**src/sv/rlid_pkg.sv**
```systemverilog
// ----------------------------------------------------------------------------
// rlid_pkg
// Shared types and constants for the pitched run-length image decoder.
// ----------------------------------------------------------------------------
package rlid_pkg;

  localparam int          OFFSET_BITS_DEF = 24;
  localparam int          OUT_OFFSET_W    = 24;
  localparam int          PITCH_W         = 16;
  localparam int          DIM_W           = 16;
  localparam int          RUN_W           = 6;
  localparam int          CFG_ADDR_W      = 3;
  localparam int          CFG_DATA_W      = 32;

  localparam logic [7:0]  RUN_BASE        = 8'hC0;
  localparam logic [7:0]  RUN_FIRST       = 8'hC1;
  localparam logic [15:0] PITCH_RESET     = 16'd320;

  // register index, taken from paddr[CFG_ADDR_W-1:2]
  localparam logic [CFG_ADDR_W-3:0] REG_ROW_PITCH = '0;

  // header byte positions
  localparam logic [1:0] HDR_WIDTH_LO  = 2'd0;
  localparam logic [1:0] HDR_WIDTH_HI  = 2'd1;
  localparam logic [1:0] HDR_HEIGHT_LO = 2'd2;
  localparam logic [1:0] HDR_HEIGHT_HI = 2'd3;

  typedef enum logic [1:0] {
    ST_HEADER,
    ST_DATA,
    ST_RUNVAL,
    ST_EMIT
  } state_t;

  typedef struct packed {
    logic hdr_wr;    // store a header byte
    logic run_wr;    // load run length from a marker
    logic pix_wr;    // load pixel value and repeat count
    logic pix_run;   // repeat count from run length (else one)
    logic emit;      // produce one pixel into the output register
  } cmd_t;

  typedef struct packed {
    logic is_marker;
    logic hdr_last;
    logic hdr_empty;
    logic cnt_last;
    logic img_done;
    logic can_load;
  } sts_t;

endpackage

```
**src/sv/rlid_regs.sv**
```systemverilog
// ----------------------------------------------------------------------------
// rlid_regs
// Configuration register file: row pitch, written over the APB-style port.
// ----------------------------------------------------------------------------
module rlid_regs (
  input  logic                             clk,
  input  logic                             rst_n,
  input  logic                             psel,
  input  logic                             penable,
  input  logic                             pwrite,
  input  logic [rlid_pkg::CFG_ADDR_W-1:0]  paddr,
  input  logic [rlid_pkg::CFG_DATA_W-1:0]  pwdata,
  output logic [rlid_pkg::CFG_DATA_W-1:0]  prdata,
  output logic                             pready,
  output logic [rlid_pkg::PITCH_W-1:0]     row_pitch
);

  logic [rlid_pkg::PITCH_W-1:0]    pitch_r;
  logic [rlid_pkg::PITCH_W-1:0]    pitch_nxt;
  logic [rlid_pkg::CFG_ADDR_W-3:0] reg_idx;
  logic                            sel_pitch;

  assign reg_idx   = paddr[rlid_pkg::CFG_ADDR_W-1:2];
  assign sel_pitch = (reg_idx == rlid_pkg::REG_ROW_PITCH);
  assign pready    = 1'b1;

  always_comb begin
    pitch_nxt = pitch_r;
    if (psel && penable && pwrite && sel_pitch) begin
      pitch_nxt = pwdata[rlid_pkg::PITCH_W-1:0];
    end
  end

  always_comb begin
    prdata = '0;
    if (sel_pitch) begin
      prdata = rlid_pkg::CFG_DATA_W'(pitch_r);
    end
  end

  always_ff @(posedge clk) begin
    if (!rst_n) begin
      pitch_r <= rlid_pkg::PITCH_RESET;
    end else begin
      pitch_r <= pitch_nxt;
    end
  end

  assign row_pitch = pitch_r;

endmodule

```
**src/sv/rlid_ctrl.sv**
```systemverilog
// ----------------------------------------------------------------------------
// rlid_ctrl
// Decode state machine: header, data, run value and pixel emission phases.
// ----------------------------------------------------------------------------
module rlid_ctrl (
  input  logic           clk,
  input  logic           rst_n,
  input  logic           in_valid,
  output logic           in_stall,
  input  rlid_pkg::sts_t sts,
  output rlid_pkg::cmd_t cmd
);

  rlid_pkg::state_t state_r;
  rlid_pkg::state_t state_nxt;
  logic             accept;

  assign accept = in_valid && !in_stall;

  always_comb begin
    state_nxt = state_r;
    case (state_r)
      rlid_pkg::ST_HEADER: begin
        if (accept && sts.hdr_last && !sts.hdr_empty) begin
          state_nxt = rlid_pkg::ST_DATA;
        end
      end
      rlid_pkg::ST_DATA: begin
        if (accept) begin
          state_nxt = sts.is_marker ? rlid_pkg::ST_RUNVAL : rlid_pkg::ST_EMIT;
        end
      end
      rlid_pkg::ST_RUNVAL: begin
        if (accept) begin
          state_nxt = rlid_pkg::ST_EMIT;
        end
      end
      rlid_pkg::ST_EMIT: begin
        if (sts.can_load) begin
          if (sts.img_done) begin
            state_nxt = rlid_pkg::ST_HEADER;
          end else if (sts.cnt_last) begin
            state_nxt = rlid_pkg::ST_DATA;
          end
        end
      end
      default: state_nxt = rlid_pkg::ST_HEADER;
    endcase
  end

  always_comb begin
    in_stall    = 1'b0;
    cmd         = '0;
    case (state_r)
      rlid_pkg::ST_HEADER: begin
        cmd.hdr_wr = in_valid;
      end
      rlid_pkg::ST_DATA: begin
        cmd.run_wr = in_valid && sts.is_marker;
        cmd.pix_wr = in_valid && !sts.is_marker;
      end
      rlid_pkg::ST_RUNVAL: begin
        cmd.pix_wr  = in_valid;
        cmd.pix_run = 1'b1;
      end
      rlid_pkg::ST_EMIT: begin
        in_stall = 1'b1;
        cmd.emit = sts.can_load;
      end
      default: in_stall = 1'b1;
    endcase
  end

  always_ff @(posedge clk) begin
    if (!rst_n) begin
      state_r <= rlid_pkg::ST_HEADER;
    end else begin
      state_r <= state_nxt;
    end
  end

endmodule

```
**src/sv/rlid_dp.sv**
```systemverilog
// ----------------------------------------------------------------------------
// rlid_dp
// Datapath: header fields, column/row/base counters, run count and the
// output register.
// ----------------------------------------------------------------------------
module rlid_dp #(
  parameter int OFFSET_BITS = rlid_pkg::OFFSET_BITS_DEF
) (
  input  logic                               clk,
  input  logic                               rst_n,
  input  logic [7:0]                         in_data_byte,
  input  logic [rlid_pkg::PITCH_W-1:0]       row_pitch,
  input  rlid_pkg::cmd_t                     cmd,
  output rlid_pkg::sts_t                     sts,
  output logic                               out_valid,
  input  logic                               out_stall,
  output logic [7:0]                         out_pixel_value,
  output logic [rlid_pkg::OUT_OFFSET_W-1:0]  out_write_offset,
  output logic                               out_last_of_run,
  output logic                               out_image_done
);

  localparam int DW = rlid_pkg::DIM_W;
  localparam int RW = rlid_pkg::RUN_W;

  logic [1:0]             hdr_idx_r,  hdr_idx_nxt;
  logic [DW-1:0]          width_r,    width_nxt;
  logic [DW-1:0]          height_r,   height_nxt;
  logic [DW-1:0]          col_r,      col_nxt;
  logic [DW-1:0]          row_r,      row_nxt;
  logic [OFFSET_BITS-1:0] base_r,     base_nxt;
  logic [RW-1:0]          run_len_r,  run_len_nxt;
  logic [RW-1:0]          cnt_r,      cnt_nxt;
  logic [7:0]             pix_r,      pix_nxt;
  logic                   oval_r,     oval_nxt;
  logic [7:0]             opix_r,     opix_nxt;
  logic [rlid_pkg::OUT_OFFSET_W-1:0] ooff_r, ooff_nxt;
  logic                   olast_r,    olast_nxt;
  logic                   odone_r,    odone_nxt;

  logic [DW-1:0]          col_inc;
  logic [DW-1:0]          row_inc;
  logic                   row_wrap;
  logic                   done;
  logic [OFFSET_BITS-1:0] offset;
  logic [7:0]             run_diff;

  assign col_inc  = col_r + 1'b1;
  assign row_inc  = row_r + 1'b1;
  assign row_wrap = (col_inc >= width_r);
  assign done     = row_wrap && (row_inc >= height_r);
  assign offset   = base_r + OFFSET_BITS'(col_r);
  assign run_diff = in_data_byte - rlid_pkg::RUN_BASE;

  assign sts.is_marker = (in_data_byte >= rlid_pkg::RUN_FIRST);
  assign sts.hdr_last  = (hdr_idx_r == rlid_pkg::HDR_HEIGHT_HI);
  assign sts.hdr_empty = (width_r == '0) || ({in_data_byte, height_r[7:0]} == '0);
  assign sts.cnt_last  = (cnt_r == RW'(1));
  assign sts.img_done  = done;
  assign sts.can_load  = !oval_r || !out_stall;

  always_comb begin
    hdr_idx_nxt = hdr_idx_r;
    width_nxt   = width_r;
    height_nxt  = height_r;
    col_nxt     = col_r;
    row_nxt     = row_r;
    base_nxt    = base_r;
    run_len_nxt = run_len_r;
    cnt_nxt     = cnt_r;
    pix_nxt     = pix_r;
    oval_nxt    = oval_r && out_stall;
    opix_nxt    = opix_r;
    ooff_nxt    = ooff_r;
    olast_nxt   = olast_r;
    odone_nxt   = odone_r;

    if (cmd.hdr_wr) begin
      hdr_idx_nxt = hdr_idx_r + 1'b1;
      case (hdr_idx_r)
        rlid_pkg::HDR_WIDTH_LO:  width_nxt  = {width_r[15:8], in_data_byte};
        rlid_pkg::HDR_WIDTH_HI:  width_nxt  = {in_data_byte, width_r[7:0]};
        rlid_pkg::HDR_HEIGHT_LO: height_nxt = {height_r[15:8], in_data_byte};
        rlid_pkg::HDR_HEIGHT_HI: begin
          height_nxt  = {in_data_byte, height_r[7:0]};
          col_nxt     = '0;
          row_nxt     = '0;
          base_nxt    = '0;
          run_len_nxt = '0;
        end
        default: hdr_idx_nxt = hdr_idx_r;
      endcase
    end

    if (cmd.run_wr) begin
      run_len_nxt = run_diff[RW-1:0];
    end

    if (cmd.pix_wr) begin
      pix_nxt = in_data_byte;
      cnt_nxt = cmd.pix_run ? run_len_r : RW'(1);
      if (cmd.pix_run) begin
        run_len_nxt = '0;
      end
    end

    if (cmd.emit) begin
      cnt_nxt   = cnt_r - 1'b1;
      oval_nxt  = 1'b1;
      opix_nxt  = pix_r;
      ooff_nxt  = rlid_pkg::OUT_OFFSET_W'(offset);
      olast_nxt = sts.cnt_last || done;
      odone_nxt = done;
      if (row_wrap) begin
        col_nxt  = '0;
        row_nxt  = row_inc;
        base_nxt = base_r + OFFSET_BITS'(row_pitch);
      end else begin
        col_nxt  = col_inc;
      end
    end
  end

  always_ff @(posedge clk) begin
    if (!rst_n) begin
      hdr_idx_r <= '0;
      width_r   <= '0;
      height_r  <= '0;
      col_r     <= '0;
      row_r     <= '0;
      base_r    <= '0;
      run_len_r <= '0;
      cnt_r     <= '0;
      oval_r    <= 1'b0;
    end else begin
      hdr_idx_r <= hdr_idx_nxt;
      width_r   <= width_nxt;
      height_r  <= height_nxt;
      col_r     <= col_nxt;
      row_r     <= row_nxt;
      base_r    <= base_nxt;
      run_len_r <= run_len_nxt;
      cnt_r     <= cnt_nxt;
      oval_r    <= oval_nxt;
    end
  end

  always_ff @(posedge clk) begin
    pix_r   <= pix_nxt;
    opix_r  <= opix_nxt;
    ooff_r  <= ooff_nxt;
    olast_r <= olast_nxt;
    odone_r <= odone_nxt;
  end

  assign out_valid        = oval_r;
  assign out_pixel_value  = opix_r;
  assign out_write_offset = ooff_r;
  assign out_last_of_run  = olast_r;
  assign out_image_done   = odone_r;

endmodule

```
**src/sv/rle_image_decoder_pitched.sv**
```systemverilog
// ----------------------------------------------------------------------------
// rle_image_decoder_pitched
// PCX-style run-length image decoder with pitched destination offsets.
//
//   channel  direction  handshake           payload
//   in_      input      in_valid/in_stall   in_data_byte
//   out_     output     out_valid/out_stall out_pixel_value, out_write_offset,
//                                           out_last_of_run, out_image_done
//   cfg      input      psel/penable/pready paddr, pwdata, prdata (row_pitch)
//
// Header and marker bytes are accepted directly; a literal is accepted, then
// emitted. A run's value byte is accepted, then the emit step yields one pixel
// per cycle through the single output register, and in_stall is high meanwhile.
// out_stall holds back the emit phase while a pixel waits; bytes are still taken
// while a finished pixel waits in the output register.
// Synchronous reset returns the decoder to header and sets row_pitch to 320.
// ----------------------------------------------------------------------------
module rle_image_decoder_pitched #(
  parameter int OFFSET_BITS = rlid_pkg::OFFSET_BITS_DEF
) (
  input  logic                               clk,
  input  logic                               rst_n,
  input  logic                               in_valid,
  output logic                               in_stall,
  input  logic [7:0]                         in_data_byte,
  output logic                               out_valid,
  input  logic                               out_stall,
  output logic [7:0]                         out_pixel_value,
  output logic [rlid_pkg::OUT_OFFSET_W-1:0]  out_write_offset,
  output logic                               out_last_of_run,
  output logic                               out_image_done,
  input  logic                               psel,
  input  logic                               penable,
  input  logic                               pwrite,
  input  logic [rlid_pkg::CFG_ADDR_W-1:0]    paddr,
  input  logic [rlid_pkg::CFG_DATA_W-1:0]    pwdata,
  output logic [rlid_pkg::CFG_DATA_W-1:0]    prdata,
  output logic                               pready
);

  logic [rlid_pkg::PITCH_W-1:0] row_pitch;
  rlid_pkg::cmd_t               cmd;
  rlid_pkg::sts_t               sts;

  rlid_regs u_regs (
    .clk       (clk),
    .rst_n     (rst_n),
    .psel      (psel),
    .penable   (penable),
    .pwrite    (pwrite),
    .paddr     (paddr),
    .pwdata    (pwdata),
    .prdata    (prdata),
    .pready    (pready),
    .row_pitch (row_pitch)
  );

  rlid_ctrl u_ctrl (
    .clk      (clk),
    .rst_n    (rst_n),
    .in_valid (in_valid),
    .in_stall (in_stall),
    .sts      (sts),
    .cmd      (cmd)
  );

  rlid_dp #(
    .OFFSET_BITS (OFFSET_BITS)
  ) u_dp (
    .clk              (clk),
    .rst_n            (rst_n),
    .in_data_byte     (in_data_byte),
    .row_pitch        (row_pitch),
    .cmd              (cmd),
    .sts              (sts),
    .out_valid        (out_valid),
    .out_stall        (out_stall),
    .out_pixel_value  (out_pixel_value),
    .out_write_offset (out_write_offset),
    .out_last_of_run  (out_last_of_run),
    .out_image_done   (out_image_done)
  );

endmodule

```
**config.mk**
```make
export PLATFORM = sky130hd
export DESIGN_NAME = rle_image_decoder_pitched
export DESIGN_NICKNAME = d
export VERILOG_FILES = /design/src/sv/rlid_pkg.sv /design/src/sv/rlid_regs.sv /design/src/sv/rlid_ctrl.sv /design/src/sv/rlid_dp.sv /design/src/sv/rle_image_decoder_pitched.sv
export SDC_FILE = /design/constraint.sdc
export NUM_CORES = 1
export LEC_CHECK = 0
export BUFFER_PORTS_ARGS = -buffer_cell sky130_fd_sc_hd__buf_2
export CAP_MARGIN = 20
export CORE_MARGIN = 2
export CORE_UTILIZATION = 43
export DETAILED_ROUTE_END_ITERATION = 6
export HOLD_SLACK_MARGIN = 0.02
export PLACE_DENSITY = 0.7
export SKIP_LAST_GASP = 1
export SYNTH_ARGS = -nofsm -noshare
export SYNTH_HDL_FRONTEND = slang
export SYNTH_HIERARCHICAL = 1
export SYNTH_SLANG_ARGS = --single-unit
```
**constraint.sdc**
```tcl
create_clock -name clk -period 10.5 [get_ports clk]
set_input_delay 1.575 -clock clk [delete_from_list [all_inputs] [get_ports clk]]
set_output_delay 1.575 -clock clk [all_outputs]
set_load 0.03 [all_outputs]
```
After elaboration in Yosys (flattened, before gate mapping)
Cells that the tools add are included.
{"block": "totals", "regBits": 163, "inputBits": 50, "output_inout_bits": 69, "wordCells": 114}
{"block": "classes", "add_sub_neg": 7, "n_lt_le_gt_ge": 3, "n_eq_ne": 12, "n_mux": 38, "n_bitwise": 5, "n_reduce_logical": 31}
{"operator": "16-bit 2-to-1 mux", "count": 9}
{"operator": "24-bit 2-to-1 mux", "count": 4}
{"operator": "16-bit one-hot mux with 2 select lines", "count": 2}
{"operator": "24-bit by 16-bit adder with 24-bit output", "count": 2}
{"operator": "6-bit 2-to-1 mux", "count": 8}
{"operator": "16-bit by 1-bit adder with 16-bit output, second input constant", "count": 2}
{"operator": "16-bit greater-or-equal comparator", "count": 2}
{"operator": "16-bit logical NOT", "count": 2}
{"operator": "2-bit 2-to-1 mux", "count": 6}
{"operator": "3-bit AND reduction", "count": 4}
{"operator": "6-bit by 1-bit subtractor with 6-bit output, second input constant", "count": 2}
{"operator": "1-bit logical AND", "count": 10}
{"operator": "2-bit == test, second input constant", "count": 4}
{"operator": "8-bit greater-or-equal comparator, second input constant", "count": 1}
{"operator": "2-bit by 1-bit != test with 1-bit output, second input constant", "count": 4}
{"operator": "2-bit one-hot mux with 4 select lines", "count": 1}
{"operator": "1-bit 2-to-1 mux", "count": 7}
{"operator": "6-bit by 1-bit == test with 1-bit output, second input constant", "count": 1}
{"operator": "2-bit nonzero test", "count": 3}
{"operator": "1-bit logical NOT", "count": 5}
{"operator": "1-bit inverter", "count": 5}
{"operator": "5-bit AND reduction", "count": 1}
{"operator": "2-bit by 1-bit == test with 1-bit output, second input constant", "count": 2}
{"operator": "2-bit logical NOT", "count": 2}
{"operator": "other kinds (5)", "count": 7}

Longest topological paths before layout
Gate-level depths: netlist (run 1).
{"block": "depth", "depth_word": 8, "depth_mapped": 18, "mapped_depth_nobuf": 16}

Cells and area by module
Netlist (run 1), hierarchy kept.
{"module": "rlid_dp", "n_inst": 1, "cells_each": 979, "area_per_inst_um2": 8483.1, "seq_area_each_um2": 3323.2}
{"module": "rlid_regs", "n_inst": 1, "cells_each": 106, "area_per_inst_um2": 917.1, "seq_area_each_um2": 320.3}
{"module": "rlid_ctrl", "n_inst": 1, "cells_each": 26, "area_per_inst_um2": 225.2, "seq_area_each_um2": 40.0}

Worst setup path after synthesis (run 1)
OpenSTA, ideal clock, no wires.
{"block": "synth_path", "path_type": "input to output", "start": "input port paddr[2] in the netlist's numbering", "end": "output port prdata[10] in the netlist's numbering", "arrival_time_ps": 2217, "t_required_ps": 8925, "path_slack_ps": 6708, "path_stages": 2, "n_path_buf": 1, "path_cell_list": "clkbuf_1 nor2b_1"}
{"block": "synth_via", "elab_chain_cells": 1}
{"element": "from (decl)", "line_no": "rle_image_decoder_pitched.sv:35", "text": "input logic [rlid_pkg::CFG_ADDR_W-1:0] paddr,"}
{"element": "16-bit 2-to-1 mux", "line_no": "rlid_regs.sv:36", "text": "if (sel_pitch) begin"}
{"element": "to (decl)", "line_no": "rle_image_decoder_pitched.sv:37", "text": "output logic [rlid_pkg::CFG_DATA_W-1:0] prdata,"}
Every way passes these cells.

==> results of run 1 <==
==> power by group <==
part / switching (mW) / internal (mW)
Sequential: 0.00635 / 0.648
Clock: 0.298 / 0.319
Combinational: 0.0660 / 0.0302
Total: 0.370 / 0.997
==> worst max-delay path, cell delays in order (launching register included) <==
cell and delay [ns]:
dfxtp_1 0.44, ha_1 0.29, and3_1 0.24, and3_1 0.22, and2_0 0.31, nand3_1 0.14
xnor2_1 0.18, ha_1 0.31, nand4_1 0.11, a211oi_1 0.23, a21o_1 0.47, nand2_1 0.10
a31oi_1 0.45, o21ai_0 0.19, a222oi_1 0.43, mux2i_1 0.26
==> how the worst max path moves through the flow <==
stage	start	endpoint	slack, ns	depth (start not counted)
after floorplan	paddr[2]	prdata[10]	6.71	2
after global placement	u_dp/col_r[0]$_SDFFE_PN0P_	u_ctrl/state_r[0]$_SDFFE_PN0P_	6.16	15
after detailed placement	u_dp/col_r[0]$_SDFFE_PN0P_	u_ctrl/state_r[0]$_SDFFE_PN0P_	6.10	15
after CTS	u_dp/col_r[0]$_SDFFE_PN0P_	u_ctrl/state_r[0]$_SDFFE_PN0P_	6.05	15
after global routing	u_dp/col_r[0]$_SDFFE_PN0P_	u_ctrl/state_r[0]$_SDFFE_PN0P_	5.57	15
final	u_dp/col_r[0]$_SDFFE_PN0P_	u_ctrl/state_r[0]$_SDFFE_PN0P_	6.06	15
==> layout make-up <==
| type | count | area (sq um) |
|---|---|---|
| clock buffers | 17 | 425.4 |
| clock inverters | 15 | 157.7 |
| fillers | 2121 | 11170 |
| inverters | 55 | 206.4 |
| multi-input cells | 842 | 5436 |
| flip-flops and latches | 163 | 3684 |
| well taps | 280 | 350.3 |
| repair buffers | 89 | 460.4 |
==> registers in the layout, summed over array words and instances, names as in the netlist, 6 cells and up <==
name and cells:
u_regs/row_pitch 16, u_dp/height_r 16, u_dp/col_r 16, u_dp/row_r 16
u_dp/cnt_r 6, u_dp/width_r 16, u_dp/out_pixel_value 8, u_dp/out_write_offset 24
u_dp/run_len_r 6, u_dp/base_r 24, u_dp/pix_r 8
==> routing by layer <==
layer / wire (microns) / share of wire, % / track usage, %
met5: 0 / 0 / 0
met4: 240 / 1.1 / 5.592
met3: 1036 / 4.6 / 3.579
met2: 10930 / 48 / 32.30
met1: 10360 / 46 / 24.68
==> cells in the mapped netlist, drive strengths merged (5+ instances only) <==
master	count	area, sq um
nand2	133	499.2
dfxtp	121	2422
a21oi	117	589.3
ha	79	988.5
nor2	79	306.5
nand3	56	285.3
inv	55	206.5
edfxtp	42	1261
xnor2	42	367.9
clkbuf	34	127.6
buf	32	229.0
o21ai	31	155.2
nor2b	24	150.1
a21o	21	157.7
mux2i	20	200.2
xor2	19	166.4
nor3b	16	120.1
and3	13	81.33
nand4	13	81.33
o211ai	13	97.59
a211oi	12	90.09
or3	12	75.07
nor3	10	50.05
nor4	9	56.30
a31oi	8	50.05
and2	8	50.05
a22oi	7	52.55
nand2b	7	43.79
o22ai	7	43.79
or4	7	52.55
and2b	6	52.55
o21a	6	52.55
or2	6	37.54
a311oi	5	43.79
o311a	5	50.05
==> through the flow <==
stage / instances / util (%) / cell area, sq um / hold slack, ns
6_report: 1461 / 48.97 / 10720 / 0.4200
5_1_grt: 1461 / 48.97 / 10720 / 0.4188
4_1_cts: 1461 / 48.97 / 10720 / 0.4216
3_5_place_dp: 1429 / 46.31 / 10140 / 0.4054
3_3_place_gp: 1429 / 46.31 / 10140 / 0.4033
2_1_floorplan: 1126 / - / 9682 / 0.4003
==> cell families after synthesis <==
group	Yosys count	synth area share (%)
xor+xnor	61	5.550
flops	163	38.27
simple gates	404	20.63
mux	20	2.080
other cells	2	0.07802
compound gates	259	16.86
fa+ha+maj	81	10.69
buf+inv	121	5.849
==> impl_metrics.tcl, run 1 <==
set metrics [dict create \
    wl_microns 22570 \
    synth_area_sq_mm 0.009625 \
    finalClockSkew_ns 0.008224 \
    vdd.ir_drop.worst_mv 0.08775 \
    total_power_mw 1.367 \
    layout.nets 1299 \
    die_w_microns 153.6 \
    antenna_cells 0 \
    pwr_density_cell_mw_per_mm2 127.6 \
    syn_inst 1111 \
    io_buffers 83 \
    ant_nets 0 \
    arrival_ns 4.80 \
    status "finished clean" \
    ctsLongestPathBuffers 2 \
    die_h_microns 153.6 \
    ys.flop_type "dfxtp_1" \
    fin_tns_setup_ns 0 \
    crit_path_start_kind "flop" \
    synth_edf_count 42 \
    drv_slew 0 \
    worstRegToRegCells 15 \
    num_rows 54 \
    layout_common_cells "nand2_1 (133), dfxtp_1 (121), a21oi_1 (116)" \
    dp_hpwl_microns 15860 \
    finalHoldViolCount 0 \
    period_minus_slack_ns 4.439 \
    worstMarginPinSlew_ns 1.003 \
    ctsHoldBuffers 0 \
    drt-pass1-iter-count 5 \
    drive_above_1_share_pct 11.94 \
    ios 119 \
    wl_per_cell_microns 15.45 \
    leakage_nw 4.202 \
    ys_async_sr_fraction_pct 0 \
    ctsResizeCount 0 \
    cap_violations 0 \
    post_cts_buffers 0 \
    grt_pass1_wl_microns 36870 \
    min_from "u_dp/pix_r[5]$_DFFE_PP_" \
    gp_congestion 0.8894 \
    worst_slew_margin_rel_pct 33.11 \
    clkLatencyLatePin_ns 0.44 \
    tritoncts "built" \
    drt-vias-per-instance 5.535 \
    layout_commonest_cell "nand2_1" \
    antenna_found_initial 0 \
    cts_root_buf "clkbuf_16" \
    drt_iter0_drc 614 \
    cts-htree-levels 4 \
    synth_cell_types 69 \
    syn_to_final_growth_pct 11.37 \
    timing.fmax_mhz 225.3 \
    setup_viol_count_final 0 \
    fin_crit_sh_pct 42.28 \
    holdPathEnd "u_dp/out_pixel_value[5]$_DFFE_PP_" \
    critPathKind "reg2reg" \
    grt_max_degree 74 \
    grtUsageTotal_pct 19.02 \
    rr_endpoint "u_ctrl/state_r[0]$_SDFFE_PN0P_" \
    pre_cts_ws_ns 6.096 \
    synth-seq-area-share_pct 38.27 \
    clk_pin_slew_ns 0.07 \
    r2r_setup_slack_ns 6.06 \
    grt-ovfl-total 0 \
    initial_core_util_pct 43.97 \
    rr_startpoint "u_dp/col_r[0]$_SDFFE_PN0P_" \
    die_area_sq_mm 0.02360 \
    cts.sinks 163 \
    hold_path.class "reg2reg" \
    vias 8087 \
    hold_depth 0 \
    syn_area_per_cell_sq_um 8.664 \
    cp-end-kind "flop" \
    layout_setup_ws_ns 6.061 \
    cts_made_buffers 17 \
    rsz0062_at_grt "false" \
    coreArea_sq_mm 0.02189 \
    required_ns 10.86 \
    synth_seq_cells 163 \
    grt_pass1_vias 7552 \
    yosys_warnings 6 \
    cp_max_fo 13 \
    post-route-drc-count 0 \
]
No activity file was read; power rests on OpenSTA's default activity.
==> inputs of run 2 (changes only) <==
Settings changed: PLACE_DENSITY 0.7 to 0.72.
Clock period 10.5 ns to 4 ns, I/O delays scaled along.
==> impl_metrics.tcl, run 2 (synthesized netlist as in run 1, its figures left out) <==
set metrics [dict create \
    grtUsageTotal_pct 19.38 \
    vias 8109 \
    antenna_cells 0 \
    io_buffers 83 \
    cts-htree-levels 4 \
    top_usage_layer "met2" \
    arrival_ns 4.09 \
    drt-pass1-iter-count 6 \
    layout.nets 1310 \
    ant_nets 0 \
    post-route-drc-count 0 \
    layout_commonest_cell "nand2_1" \
    crit_path_start_kind "flop" \
    vdd.ir_drop.worst_mv 0.1744 \
    fin_crit_sh_pct 93.12 \
    post_cts_buffers 0 \
    drt-vias-per-instance 5.509 \
    die_w_microns 153.6 \
    cp-end-kind "flop" \
    rsz0062_at_grt "false" \
    wl_per_cell_microns 15.42 \
    ios 119 \
    whs_ns 0.4088 \
    grt-ovfl-total 0 \
    grt_max_degree 60 \
    die_h_microns 153.6 \
    stdcell_area_sq_mm 0.01079 \
    initial_core_util_pct 43.97 \
    dp.cells 1440 \
    antenna_found_initial 0 \
    ctsLongestPathBuffers 2 \
    grt.met2_usage_pct 32.08 \
    gp_congestion 0.8836 \
    num_rows 54 \
    hold_path.class "in2reg" \
    cap_violations 0 \
    tritoncts "built" \
    finalClockSkew_ns 0.008351 \
    worstMarginPinSlew_ns 1.069 \
    drt_iter0_drc 681 \
    cts_root_buf "clkbuf_16" \
    status "finished clean" \
    timing.fmax_mhz 268.5 \
    grt_use_met3_pct 2.762 \
    utilization_pct 49.28 \
    clkLatencyLatePin_ns 0.43 \
    pre_cts_ws_ns 0.1493 \
    fillers 2087 \
    layout_setup_ws_ns 0.2751 \
    ctsResizeCount 0 \
    total_power_mw 3.558 \
    finalHoldViolCount 0 \
    placed_area_sq_mm 0.01022 \
    grt_pass1_vias 7720 \
    worst_slew_margin_rel_pct 28.63 \
    pwr_density_cell_mw_per_mm2 329.8 \
    drive_above_1_share_pct 12.92 \
    cts_made_buffers 17 \
    setup_viol_count_final 0 \
    fin_tns_setup_ns 0 \
    critPathKind "reg2reg" \
    use_met1_pct 25.71 \
    clk_pin_slew_ns 0.07 \
    layout_common_cells "nand2_1 (133), dfxtp_1 (121), a21oi_1 (116)" \
    cp_max_fo 6 \
    ctsHoldBuffers 0 \
    cts.sinks 163 \
    drv_slew 0 \
    r2r_setup_slack_ns 0.28 \
    grt_pass1_wl_microns 37870 \
    fin_cells 1472 \
    dp_hpwl_microns 16130 \
    coreArea_sq_mm 0.02189 \
    die_area_sq_mm 0.02360 \
    leakage_nw 4.246 \
    syn_to_final_growth_pct 12.08 \
    wl_microns 22700 \
    period_minus_slack_ns 3.725 \
    required_ns 4.36 \
]
## run 2: cell types whose count changed in the layout (fill, tap and decap cells not counted), sizes merged
cell,delta
buf,+11
clkinv,-1
inv,+1
## run 2: critical path: stages, from the launching register on
cell,delay [ns]
dfxtp_1,0.44
ha_2,0.26
and3_1,0.21
and3_1,0.23
and2_1,0.24
nand3_1,0.12
xnor2_1,0.17
ha_1,0.30
nand4_1,0.11
a211oi_1,0.23
a21o_1,0.22
nand2_1,0.08
a31oi_2,0.24
o21ai_0,0.14
a222oi_1,0.43
mux2i_1,0.23
## run 2: layout make-up
cell class	count	area (sq um)	share of cell area (%)
tap	280	350.3	3.248
timing repair buffer	100	543.0	5.034
sequential	163	3684	34.15
clock buffer	17	425.4	3.943
clock inverter	15	133.9	1.241
multi-input combinational	842	5445	50.48
inverter	55	206.4	1.914
## run 2: routing by layer
layer  wire [microns]  part of all wire [%]  vias to the layer above
met3              892                   3.9                       30
met5                0                     0                        -
li1                 -                     -                     4053
met2            10900                    48                      174
met1            10420                    46                     3852
met4              494                   2.2                        0
## run 2: path summary, 6_finish.rpt
| check | endpoint | start | cells past startpoint |
|---|---|---|---|
| setup / recovery | u_ctrl/state_r[1]$_SDFFE_PN0P_ | u_dp/col_r[1]$_SDFFE_PN0P_ | 15 |
| hold / removal | u_regs/row_pitch[7]$_SDFFE_PN0P_ | pwdata[7] | 3 |
| hold reg to reg | u_dp/out_pixel_value[6]$_DFFE_PP_ | u_dp/pix_r[6]$_DFFE_PP_ | 0 |
| setup reg to reg | u_ctrl/state_r[1]$_SDFFE_PN0P_ | u_dp/col_r[1]$_SDFFE_PN0P_ | 15 |
## run 2: power breakdown
part	internal [mW]	switching (mW)	total [mW]	leakage [nW]
registers	1.70	0.0172	1.72	1.30
logic	0.0897	0.179	0.269	2.67
clock network	0.823	0.747	1.57	0.276
==> inputs of run 3 (changes only) <==
Settings changed: CORE_UTILIZATION 43 to 35, PLACE_DENSITY 0.72 to 0.63.
==> impl_metrics.tcl, run 3 (synthesized netlist as in run 1, its figures left out) <==
set metrics [dict create \
    hold_depth 3 \
    layout_setup_ws_ns 0.05639 \
    layout_commonest_cell "nand2_1" \
    cts_made_buffers 17 \
    worstRegToRegCells 16 \
    period_minus_slack_ns 3.944 \
    num_rows 60 \
    critPathKind "reg2reg" \
    grt_pass1_wl_microns 38460 \
    clkLatencyLatePin_ns 0.43 \
    cp_max_fo 6 \
    p_sw_uw 960.5 \
    crit_path_start_kind "flop" \
    die_w_microns 169.8 \
    drv_slew 0 \
    coreArea_sq_mm 0.02695 \
    cap_violations 0 \
    finalHoldViolCount 0 \
    wl_per_cell_microns 15.52 \
    initial_core_util_pct 35.71 \
    layout_common_cells "nand2_1 (133), dfxtp_1 (121), a21oi_1 (116)" \
    hold_path.class "in2reg" \
    worst_slew_margin_rel_pct 32.97 \
    ctsLongestPathBuffers 2 \
    ctsHoldBuffers 0 \
    finalClockSkew_ns 0.01065 \
    switching_share_pct 26.36 \
    tritoncts "built" \
    vias 8114 \
    worstMarginPinSlew_ns 1.005 \
    ios 119 \
    arrival_ns 4.29 \
    required_ns 4.35 \
    antenna_found_initial 0 \
    pre_cts_ws_ns 0.09178 \
    layout.nets 1311 \
    grt-ovfl-total 0 \
    antenna_cells 0 \
    p_comb_share_pct 7.5 \
    syn_to_final_growth_pct 13.32 \
    status "finished clean" \
    drt-pass1-iter-count 6 \
    pwr_density_cell_mw_per_mm2 334.1 \
    setup_viol_count_final 0 \
    clock_power_share_pct 45.3 \
    fin_tns_setup_ns 0 \
    grtUsageTotal_pct 16.64 \
    drt_iter0_drc 475 \
    die_h_microns 169.8 \
    p_int_mw 2.684 \
    p_seq_share_pct 47.2 \
    cp-end-kind "flop" \
    cts-htree-levels 4 \
    vdd.ir_drop.worst_mv 0.2943 \
    timing.fmax_mhz 253.6 \
    leakage_nw 4.269 \
    grt_max_degree 53 \
    dp_hpwl_microns 16800 \
    cts_root_buf "clkbuf_16" \
    gp_congestion 0.8486 \
    grt_pass1_vias 7648 \
    wl_microns 23810 \
    fin_crit_sh_pct 98.59 \
    drive_above_1_share_pct 12.91 \
    die_area_sq_mm 0.02884 \
    drt-vias-per-instance 5.289 \
    cts.sinks 163 \
    io_buffers 83 \
    post-route-drc-count 0 \
    ant_nets 0 \
    clk_pin_slew_ns 0.08 \
]
## run 3: changes by cell type in the layout (fill, tap and decap cells not counted), sizes merged
| cell | delta |
|---|---|
| buf | +1 |
| bufinv | +1 |
| clkinv | -1 |
## run 3: layout make-up
class                           instances  area, sq um
Clock buffer                           17        425.4
Inverter                               55        206.4
Fill cell                            2669        16040
Multi-Input combinational cell        842         5443
Clock inverter                         15        160.2
Timing Repair Buffer                  101        563.0
Tap cell                              341        426.7
Sequential cell                       163         3684
## run 3: worst paths after layout
check | slack, ns | to | startpoint
setup / recovery | 0.06 | u_ctrl/state_r[1]$_SDFFE_PN0P_ | u_dp/col_r[1]$_SDFFE_PN0P_
hold / removal | 0.40 | u_regs/row_pitch[14]$_SDFFE_PN0P_ | pwdata[14]
setup reg to reg | 0.06 | u_ctrl/state_r[1]$_SDFFE_PN0P_ | u_dp/col_r[1]$_SDFFE_PN0P_
hold reg to reg | 0.42 | u_dp/out_pixel_value[6]$_DFFE_PP_ | u_dp/pix_r[6]$_DFFE_PP_
## run 3: critical path, stage by stage (launching register included)
cell      delay [ns]
dfxtp_1         0.44
ha_1            0.27
and3_1          0.23
and3_1          0.21
and2_1          0.24
nand3_1         0.12
xnor2_1         0.17
ha_1            0.32
nand4_1         0.12
a211oi_1        0.25
a21o_1          0.21
nand2_1         0.09
a31oi_2         0.27
o21ai_0         0.20
a222oi_1        0.33
buf_4           0.19
mux2i_1         0.19
## run 3: routing by layer
layer	track usage, %	share of wire, %	up-vias
met1	22.16	47	3836
met4	5.165	1.4	0
met3	2.814	4.2	22
met5	0	0	-
li1	-	-	4057
met2	27.60	47	199
## run 3: through the flow
| step | power [mW] | hold WS (ns) | instances | instance area (sq um) | utilization [%] |
|---|---|---|---|---|---|
| after floorplan | 1.952 | 0.4003 | 1126 | 9682 | - |
| after global placement | 2.019 | 0.4034 | 1501 | 10310 | 38.25 |
| after detailed placement | 2.023 | 0.4054 | 1501 | 10310 | 38.25 |
| after CTS | 3.682 | 0.3851 | 1533 | 10890 | 40.42 |
| after global routing | 3.787 | 0.3919 | 1534 | 10910 | 40.47 |
| final | 3.644 | 0.4047 | 1534 | 10910 | 40.47 |
## run 3: power by group through the flow
stage               registers [mW]  logic (mW)  clock network [mW]
floorplan                     1.75       0.201                   0
global placement              1.76       0.263                   0
detailed placement            1.76       0.266                   0
CTS                           1.72       0.268                1.70
global route                  1.72       0.304                1.76
finish                        1.72       0.274                1.65
## run 3: what timing repair did
item | in CTS | in global routing
setup buffers | 0 | 1
endpoints found under the setup margin | 0 | 4
gates resized for setup | 0 | 2
